**config.mk**
```make
export PLATFORM = sky130hd
export DESIGN_NAME = trimmed_mean_sample_averager_top
export DESIGN_NICKNAME = d
export VERILOG_FILES = /design/src/rtl/core/tmsa_pkg.sv /design/src/rtl/core/tmsa_ram.sv /design/src/rtl/core/tmsa_accum.sv /design/src/rtl/core/tmsa_divider.sv /design/src/rtl/core/tmsa_out_fifo.sv /design/src/rtl/core/trimmed_mean_sample_averager_top.sv
export SDC_FILE = /design/constraint.sdc
export NUM_CORES = 1
export LEC_CHECK = 0
export ABC_AREA = 0
export BUFFER_PORTS_ARGS = -buffer_cell sky130_fd_sc_hd__buf_4
export CAP_MARGIN = 40
export CORE_AREA = 2 2 278 280
export CTS_CLUSTER_DIAMETER = 100
export CTS_CLUSTER_SIZE = 30
export DETAILED_ROUTE_END_ITERATION = 8
export DIE_AREA = 0 0 280 282
export PLACE_DENSITY = 0.59
export SYNTH_ARGS = -nofsm -noshare
export SYNTH_HDL_FRONTEND = slang
export SYNTH_HIERARCHICAL = 1
export SYNTH_SLANG_ARGS = --single-unit
```
**constraint.sdc**
```tcl
create_clock -name clk -period 10.6 [get_ports clk]
set_input_delay 1.06 -clock clk [delete_from_list [all_inputs] [get_ports clk]]
set_output_delay 1.06 -clock clk [all_outputs]
set_load 0.02 [all_outputs]
```
**src/rtl/core/tmsa_pkg.sv**
```systemverilog
`timescale 1ns / 1ps
// Shared constants, types and widths of the trimmed-mean sample averager.
package tmsa_pkg;

	localparam int CHANNELS          = 8;
	localparam int SAMPLES_PER_BLOCK = 16;
	localparam int TRIM_COUNT        = 2;

	localparam int CH_W     = 3;
	localparam int SAMPLE_W = 12;
	localparam int AVG_W    = 16;
	localparam int FRAC_W   = 4;

	localparam int ADDR_W = (CHANNELS > 1) ? $clog2(CHANNELS) : 1;
	localparam int CNT_W  = $clog2(SAMPLES_PER_BLOCK);
	localparam int SUM_W  = SAMPLE_W + $clog2(SAMPLES_PER_BLOCK);
	localparam int X_W    = SUM_W + FRAC_W;

	localparam int DIVISOR = (SAMPLES_PER_BLOCK > TRIM_COUNT) ?
		(SAMPLES_PER_BLOCK - TRIM_COUNT) : 1;
	localparam int RECIP_W = X_W + 1;
	localparam logic [RECIP_W-1:0] RECIP =
		RECIP_W'((longint'(1) << X_W) / longint'(DIVISOR));

	localparam int FIFO_DEPTH = 8;
	localparam int FIFO_PTR_W = $clog2(FIFO_DEPTH);
	localparam int FIFO_CNT_W = $clog2(FIFO_DEPTH + 1);
	localparam int OCC_W      = FIFO_CNT_W + 1;

	typedef struct packed {
		logic [SUM_W-1:0]    sum;
		logic [SAMPLE_W-1:0] max;
		logic [SAMPLE_W-1:0] min;
		logic [CNT_W-1:0]    count;
	} entry_t;

	localparam int ENTRY_W = $bits(entry_t);

	typedef struct packed {
		logic                valid;
		logic [CH_W-1:0]     ch;
		logic [SUM_W-1:0]    sum;
		logic [SAMPLE_W-1:0] max;
		logic [SAMPLE_W-1:0] min;
	} acc_res_t;

	typedef struct packed {
		logic             valid;
		logic [CH_W-1:0]  ch;
		logic [AVG_W-1:0] avg;
	} div_res_t;

endpackage

```
**src/rtl/core/tmsa_ram.sv**
```systemverilog
`timescale 1ns / 1ps
// Generic single-clock RAM with one write port and one registered read port.
module tmsa_ram #(
	parameter int WIDTH = 8,
	parameter int DEPTH = 8,
	localparam int AW = (DEPTH > 1) ? $clog2(DEPTH) : 1
) (
	input  logic             clk,
	input  logic             we,
	input  logic [AW-1:0]    waddr,
	input  logic [WIDTH-1:0] wdata,
	input  logic             re,
	input  logic [AW-1:0]    raddr,
	output logic [WIDTH-1:0] rdata
);

	logic [WIDTH-1:0] mem_q [DEPTH];
	logic [WIDTH-1:0] rdata_q;

	always_ff @(posedge clk) begin
		if (we) begin
			mem_q[waddr] <= wdata;
		end
		if (re) begin
			rdata_q <= mem_q[raddr];
		end
	end

	assign rdata = rdata_q;

endmodule

```
**src/rtl/core/tmsa_accum.sv**
```systemverilog
`timescale 1ns / 1ps
// Per-channel accumulator: channel RAM read-modify-write with a write-back bypass.
module tmsa_accum (
	input  logic                          clk,
	input  logic                          arst_n,
	input  logic                          accept,
	input  logic [tmsa_pkg::CH_W-1:0]     channel,
	input  logic [tmsa_pkg::SAMPLE_W-1:0] sample,
	output logic                          busy,
	output tmsa_pkg::acc_res_t            res
);

	logic                              vld_s1;
	logic [tmsa_pkg::ADDR_W-1:0]       addr_s1;
	logic [tmsa_pkg::CH_W-1:0]         ch_s1;
	logic [tmsa_pkg::SAMPLE_W-1:0]     sample_s1;
	logic                              bp_v_q;
	logic [tmsa_pkg::ADDR_W-1:0]       bp_addr_q;
	tmsa_pkg::entry_t                  bp_entry_q;
	logic [tmsa_pkg::CHANNELS-1:0]     written_q;
	logic [tmsa_pkg::ENTRY_W-1:0]      rdata;
	tmsa_pkg::entry_t                  cur;
	tmsa_pkg::entry_t                  upd;
	tmsa_pkg::entry_t                  wentry;
	logic                              first;
	logic [tmsa_pkg::CNT_W:0]          nxt;
	logic                              done;
	logic                              in_range;

	assign in_range = (32'(channel) < tmsa_pkg::CHANNELS);

	tmsa_ram #(
		.WIDTH(tmsa_pkg::ENTRY_W),
		.DEPTH(tmsa_pkg::CHANNELS)
	) u_ram (
		.clk  (clk),
		.we   (vld_s1),
		.waddr(addr_s1),
		.wdata(wentry),
		.re   (accept),
		.raddr(tmsa_pkg::ADDR_W'(channel)),
		.rdata(rdata)
	);

	always_comb begin
		if (bp_v_q && (bp_addr_q == addr_s1)) begin
			cur = bp_entry_q;
		end else if (written_q[addr_s1]) begin
			cur = tmsa_pkg::entry_t'(rdata);
		end else begin
			cur = '0;
		end
		first     = (cur.count == '0);
		upd.sum   = cur.sum + tmsa_pkg::SUM_W'(sample_s1);
		upd.max   = (first || (sample_s1 > cur.max)) ? sample_s1 : cur.max;
		upd.min   = (first || (sample_s1 < cur.min)) ? sample_s1 : cur.min;
		nxt       = {1'b0, cur.count} + 1'b1;
		upd.count = nxt[tmsa_pkg::CNT_W-1:0];
		done      = (nxt == (tmsa_pkg::CNT_W + 1)'(tmsa_pkg::SAMPLES_PER_BLOCK));
		wentry    = done ? '0 : upd;
	end

	assign res.valid = vld_s1 && done;
	assign res.ch    = ch_s1;
	assign res.sum   = upd.sum;
	assign res.max   = upd.max;
	assign res.min   = upd.min;
	assign busy      = vld_s1;

	always_ff @(posedge clk or negedge arst_n) begin
		if (!arst_n) begin
			vld_s1    <= 1'b0;
			bp_v_q    <= 1'b0;
			written_q <= '0;
		end else begin
			vld_s1 <= accept && in_range;
			bp_v_q <= vld_s1;
			if (vld_s1) begin
				written_q[addr_s1] <= 1'b1;
			end
		end
	end

	always_ff @(posedge clk) begin
		if (accept) begin
			addr_s1   <= tmsa_pkg::ADDR_W'(channel);
			ch_s1     <= channel;
			sample_s1 <= sample;
		end
		bp_addr_q  <= addr_s1;
		bp_entry_q <= wentry;
	end

endmodule

```
**src/rtl/core/tmsa_divider.sv**
```systemverilog
`timescale 1ns / 1ps
// Trim and constant-divisor division pipeline: reciprocal multiply, then one correction.
module tmsa_divider (
	input  logic               clk,
	input  logic               arst_n,
	input  tmsa_pkg::acc_res_t acc,
	output logic [1:0]         pending,
	output tmsa_pkg::div_res_t res
);

	localparam int PROD_W = 2 * tmsa_pkg::X_W + 1;
	localparam logic [tmsa_pkg::X_W-1:0] DIV_X = tmsa_pkg::X_W'(tmsa_pkg::DIVISOR);

	logic                          v_s2;
	logic [tmsa_pkg::CH_W-1:0]     ch_s2;
	logic [tmsa_pkg::SUM_W-1:0]    sum_s2;
	logic [tmsa_pkg::SAMPLE_W-1:0] max_s2;
	logic [tmsa_pkg::SAMPLE_W-1:0] min_s2;
	logic                          v_s3;
	logic [tmsa_pkg::CH_W-1:0]     ch_s3;
	logic [tmsa_pkg::X_W-1:0]      x_s3;
	logic                          v_s4;
	logic [tmsa_pkg::CH_W-1:0]     ch_s4;
	logic [tmsa_pkg::X_W-1:0]      x_s4;
	logic [tmsa_pkg::X_W-1:0]      q_s4;
	logic [tmsa_pkg::SUM_W-1:0]    mm;
	logic [tmsa_pkg::SUM_W-1:0]    trimmed;
	logic [tmsa_pkg::X_W-1:0]      x;
	logic [PROD_W-1:0]             prod;
	logic [tmsa_pkg::X_W-1:0]      qd;
	logic [tmsa_pkg::X_W-1:0]      rem;
	logic [tmsa_pkg::X_W-1:0]      q1;

	assign mm      = tmsa_pkg::SUM_W'(max_s2) + tmsa_pkg::SUM_W'(min_s2);
	assign trimmed = (sum_s2 >= mm) ? (sum_s2 - mm) : '0;
	assign x       = {trimmed, tmsa_pkg::FRAC_W'(0)};

	assign prod = PROD_W'(x_s3) * PROD_W'(tmsa_pkg::RECIP);

	assign qd  = tmsa_pkg::X_W'(q_s4 * DIV_X);
	assign rem = x_s4 - qd;
	assign q1  = q_s4 + tmsa_pkg::X_W'(rem >= DIV_X);

	assign res.valid = v_s4;
	assign res.ch    = ch_s4;
	assign res.avg   = (q1 > tmsa_pkg::X_W'({tmsa_pkg::AVG_W{1'b1}})) ?
		{tmsa_pkg::AVG_W{1'b1}} : q1[tmsa_pkg::AVG_W-1:0];

	assign pending = {1'b0, v_s2} + {1'b0, v_s3} + {1'b0, v_s4};

	always_ff @(posedge clk or negedge arst_n) begin
		if (!arst_n) begin
			v_s2 <= 1'b0;
			v_s3 <= 1'b0;
			v_s4 <= 1'b0;
		end else begin
			v_s2 <= acc.valid;
			v_s3 <= v_s2;
			v_s4 <= v_s3;
		end
	end

	always_ff @(posedge clk) begin
		ch_s2  <= acc.ch;
		sum_s2 <= acc.sum;
		max_s2 <= acc.max;
		min_s2 <= acc.min;
		ch_s3  <= ch_s2;
		x_s3   <= x;
		ch_s4  <= ch_s3;
		x_s4   <= x_s3;
		q_s4   <= prod[2*tmsa_pkg::X_W-1:tmsa_pkg::X_W];
	end

endmodule

```
**src/rtl/core/tmsa_out_fifo.sv**
```systemverilog
`timescale 1ns / 1ps
// Result queue that decouples the division pipeline from the result channel.
module tmsa_out_fifo (
	input  logic                              clk,
	input  logic                              arst_n,
	input  tmsa_pkg::div_res_t                push,
	input  logic                              result_stall,
	output logic                              result_valid,
	output logic [tmsa_pkg::CH_W-1:0]         out_channel,
	output logic [tmsa_pkg::AVG_W-1:0]        average_q4,
	output logic [tmsa_pkg::FIFO_CNT_W-1:0]   count
);

	logic [tmsa_pkg::CH_W-1:0]       ch_q  [tmsa_pkg::FIFO_DEPTH];
	logic [tmsa_pkg::AVG_W-1:0]      avg_q [tmsa_pkg::FIFO_DEPTH];
	logic [tmsa_pkg::FIFO_PTR_W-1:0] wr_ptr_q;
	logic [tmsa_pkg::FIFO_PTR_W-1:0] rd_ptr_q;
	logic [tmsa_pkg::FIFO_CNT_W-1:0] cnt_q;
	logic                            pop;

	assign result_valid = (cnt_q != '0);
	assign out_channel  = ch_q[rd_ptr_q];
	assign average_q4   = avg_q[rd_ptr_q];
	assign count        = cnt_q;
	assign pop          = result_valid && !result_stall;

	always_ff @(posedge clk or negedge arst_n) begin
		if (!arst_n) begin
			wr_ptr_q <= '0;
			rd_ptr_q <= '0;
			cnt_q    <= '0;
		end else begin
			if (push.valid) begin
				wr_ptr_q <= wr_ptr_q + 1'b1;
			end
			if (pop) begin
				rd_ptr_q <= rd_ptr_q + 1'b1;
			end
			if (push.valid && !pop) begin
				cnt_q <= cnt_q + 1'b1;
			end else if (pop && !push.valid) begin
				cnt_q <= cnt_q - 1'b1;
			end
		end
	end

	always_ff @(posedge clk) begin
		if (push.valid) begin
			ch_q[wr_ptr_q]  <= push.ch;
			avg_q[wr_ptr_q] <= push.avg;
		end
	end

endmodule

```
**src/rtl/core/trimmed_mean_sample_averager_top.sv**
```systemverilog
`timescale 1ns / 1ps
// Top level of the trimmed-mean sample averager.
// The block takes one sample request per clock cycle while sample_stall is low. Each request
// reads its channel's entry from a RAM with a registered read port, updates sum, maximum,
// minimum and count, and writes it back in the next cycle; a one-entry bypass covers
// back-to-back requests to the same channel. The sustained rate is therefore one sample per
// cycle when not stalled, set by that read-modify-write loop. When a channel's block completes,
// the trimmed mean leaves on the result channel through a reciprocal-multiply divider and an
// eight-entry result queue. sample_stall rises only when the queued results, the results inside
// the divider and the sample in the accumulate stage together reach eight.
// There is no clearing pass after reset: per-channel valid bits make unwritten entries read
// as empty.
module trimmed_mean_sample_averager_top (
	input  logic                          clk,
	input  logic                          arst_n,
	input  logic                          sample_valid,
	output logic                          sample_stall,
	input  logic [tmsa_pkg::CH_W-1:0]     channel,
	input  logic [tmsa_pkg::SAMPLE_W-1:0] sample,
	output logic                          result_valid,
	input  logic                          result_stall,
	output logic [tmsa_pkg::CH_W-1:0]     out_channel,
	output logic [tmsa_pkg::AVG_W-1:0]    average_q4
);

	logic                            accept;
	logic                            busy;
	logic [1:0]                      pending;
	logic [tmsa_pkg::FIFO_CNT_W-1:0] fifo_cnt;
	logic [tmsa_pkg::OCC_W-1:0]      occupancy;
	tmsa_pkg::acc_res_t              acc_res;
	tmsa_pkg::div_res_t              div_res;

	assign occupancy = tmsa_pkg::OCC_W'(fifo_cnt) + tmsa_pkg::OCC_W'(pending) +
		tmsa_pkg::OCC_W'(busy);
	assign sample_stall = (occupancy >= tmsa_pkg::OCC_W'(tmsa_pkg::FIFO_DEPTH));
	assign accept       = sample_valid && !sample_stall;

	tmsa_accum u_accum (
		.clk    (clk),
		.arst_n (arst_n),
		.accept (accept),
		.channel(channel),
		.sample (sample),
		.busy   (busy),
		.res    (acc_res)
	);

	tmsa_divider u_divider (
		.clk    (clk),
		.arst_n (arst_n),
		.acc    (acc_res),
		.pending(pending),
		.res    (div_res)
	);

	tmsa_out_fifo u_out_fifo (
		.clk         (clk),
		.arst_n      (arst_n),
		.push        (div_res),
		.result_stall(result_stall),
		.result_valid(result_valid),
		.out_channel (out_channel),
		.average_q4  (average_q4),
		.count       (fifo_cnt)
	);

endmodule

```
==> results.yml <==
final_layout:
  final_util_pct: 48.26
  drive_gt1_share_pct: 16.70
  final_common_cell: "edfxtp_1"
  area_growth_pct: 7.699
  fin_nets: 2485
  most-common-layout-cells: "563 x edfxtp_1, 220 x ha_1, 145 x inv_1, 145 x dfxtp_1, 120 x mux4_2"
  diodes: 0
  fill_cells: 6373
clocking:
  worstSkewPairLatency_ns: 0.65
  clkSinkCount: 731
  cts_setup_buffers: 0
  cts.path.max_buffers: 3
  cts_root_buf: "clkbuf_16"
  ctsResizeCount: 0
  cts_hold_buffers: 0
  cts_tree: "built"
  path_clk_slew_ns: 0.12
  numCtsBuffers: 31
  cts.htree.levels: 1
drt:
  wl_microns: 70620
  drtIter0Drc: 1102
  drtAntennaViolNets: 0
  vias: 17700
  dr.pass1.iters: 5
  drc: 0
  drt-wirelength-per-cell_microns: 22.16
  via_per_inst: 5.554
synthesis:
  syn_inst: 2138
  syn_area_per_cell_sq_um: 15.86
  synth_cell_types: 80
  yosysSeqAreaShare_pct: 60.10
  ys_warn_count: 6
  syn-num-nets: 2439
  netlist_top_cells_area: "edfxtp_1 50%, dfxtp_1 8.6%, ha_1 8.1%, mux4_2 8.0%, fa_1 3.7%"
  synth_top_area_share_pct: 49.85
  ys_ff_latch: 731
  synthFlopType: "edfxtp_1"
  ys_async_sr_fraction_pct: 3.146
  syn-cell-area_sq_um: 33920
  yosys.area.top_type: "edfxtp_1"
  synth_edf_count: 563
setup_path:
  worst_ep_required_time_ns: 10.92
  crit_path_top_delay_cell: "fa_1"
  r2r-end: "u_out_fifo/avg_q[4][15]"
  endpoint_kind: "register"
  reg2reg_from: "u_divider/q_s4[1]"
  ff2ff_setup_slack_ns: 3.14
  startpoint_type: "register"
  r2r_cells: 30
  worstPathArrival_ns: 7.78
  crit_fanout: 9
  max_stage_delay_ns: 0.57
  critical_path_class: "reg2reg"
global_route:
  antenna_found_initial: 0
  grt_pass1_wl_microns: 109700
  grt_usage_pct: 18.12
  grt.overflow.total: 0
  grt_pass1_vias: 18700
  grt_max_degree: 47
die:
  pin_count: 40
  std_cell_rows: 101
  die_h_microns: 282
  die_x_microns: 280
  start_util_pct: 44.81
  dieArea_sq_um: 78960
  coreArea_sq_um: 75700
timing:
  setup_viol_count_final: 0
  relSlewSlack_pct: 37.73
  report.final.hold_viol_count: 0
  min_period_over_period_pct: 70.40
  worstMarginPinSlew_ns: 0.9323
  fmax_mhz: 134.0
  fin_skew_ns: 0.04095
  slew_viol_final: 0
  rsz0062_at_grt: "no"
  tns_ns: 0
  period_minus_slack_ns: 7.462
placed_design:
  gp_congestion: 0.8399
  io_buffer_count: 39
  dp_hpwl_microns: 47540
run:
  drv_cap: 0
min_path:
  hp-class: "in2async"
outcome:
  status: "complete, no violations"
[logic make-up after synthesis]
family | Yosys count | share of synthesized area [%]
flip-flops | 731 | 60.10
buffers and inverters | 209 | 2.781
AND/OR/NAND/NOR | 306 | 4.814
AO/OA/AOI/OAI | 311 | 6.762
adder cells (fa/ha/maj) | 282 | 11.78
XOR/XNOR | 86 | 2.221
multiplexers | 213 | 11.55
[worst max-delay path: cells and delay by family (launching register included)]
family                   cells  cell delay, ns
XOR/XNOR                     1            0.13
buffers and inverters        2            0.27
adder cells (fa/ha/maj)      5            1.71
AND/OR/NAND/NOR              8            1.36
flip-flops                   1            0.43
AO/OA/AOI/OAI               14            3.24
[how the worst max path moves through the flow]
stage,startpoint,end,slack (ns)
after global routing,u_divider/q_s4[1],u_out_fifo/avg_q[5][15],2.65
final,u_divider/q_s4[1],u_out_fifo/avg_q[4][15],3.14
after detailed placement,u_divider/q_s4[1],u_out_fifo/avg_q[6][11],3.19
after global placement,u_divider/q_s4[1],u_out_fifo/avg_q[0][12],2.93
after CTS,u_divider/q_s4[1],u_out_fifo/avg_q[5][15],3.14
after floorplan,u_divider/q_s4[0],u_out_fifo/avg_q[0][10],4.14
[cells in the mapped netlist, types with 25 or more instances]
| cell | count |
|---|---|
| mux2_2 | 47 |
| dfxtp_1 | 145 |
| nor2b_1 | 25 |
| edfxtp_1 | 563 |
| nand2_1 | 65 |
| xnor2_1 | 62 |
| a211oi_1 | 25 |
| mux4_2 | 120 |
| inv_1 | 145 |
| clkbuf_1 | 31 |
| ha_1 | 220 |
| nor2_1 | 79 |
| a21oi_1 | 62 |
| o21ai_0 | 38 |
| a21o_1 | 29 |
| fa_1 | 62 |
[registers in the layout, indices dropped and copies added (netlist names), 4 cells and up]
name and cells:
u_out_fifo/avg_q 128, u_accum/u_ram/rdata 44, u_accum/bp_entry_q 44, u_divider/max_s2 12, u_out_fifo/count 4, u_divider/q_s4 17
u_divider/sum_s2 16, u_divider/x_s3 16, u_accum/sample_s1 12, u_divider/min_s2 12, u_out_fifo/ch_q 24, u_divider/x_s4 16
u_accum/u_ram/mem_q 352, u_accum/written_q 8
[metrics by stage]
stage | hold WS (ns) | std cells | setup WS (ns) | instance area (sq um)
floorplan | 0.3096 | 2138 | 4.144 | 33920
global placement | 0.3126 | 3119 | 2.926 | 35340
detailed placement | 0.3161 | 3129 | 3.193 | 35550
CTS | 0.2560 | 3187 | 3.143 | 36530
global route | 0.2882 | 3187 | 2.653 | 36530
finish | 0.2856 | 3187 | 3.138 | 36530
[layout make-up]
class | instances | area, sq um | area share (%)
Clock buffer | 49 | 843.3 | 2.309
Clock inverter | 9 | 140.1 | 0.3836
Inverter | 145 | 544.3 | 1.490
Multi-Input combinational cell | 1198 | 12680 | 34.72
Sequential cell | 731 | 20390 | 55.81
Tap cell | 978 | 1224 | 3.350
Timing Repair Buffer | 77 | 709.4 | 1.942
[metal layers]
layer / wire [microns] / vias to the layer above / track usage [%]
li1: - / 8256 / -
met1: 30940 / 9112 / 23.99
met2: 35970 / 262 / 32.24
met3: 2017 / 72 / 1.674
met4: 1695 / 0 / 4.456
met5: 0 / - / 0
Power is not shown: default switching activity piles up to over one toggle a cycle in this logic, so the estimate is an artifact.
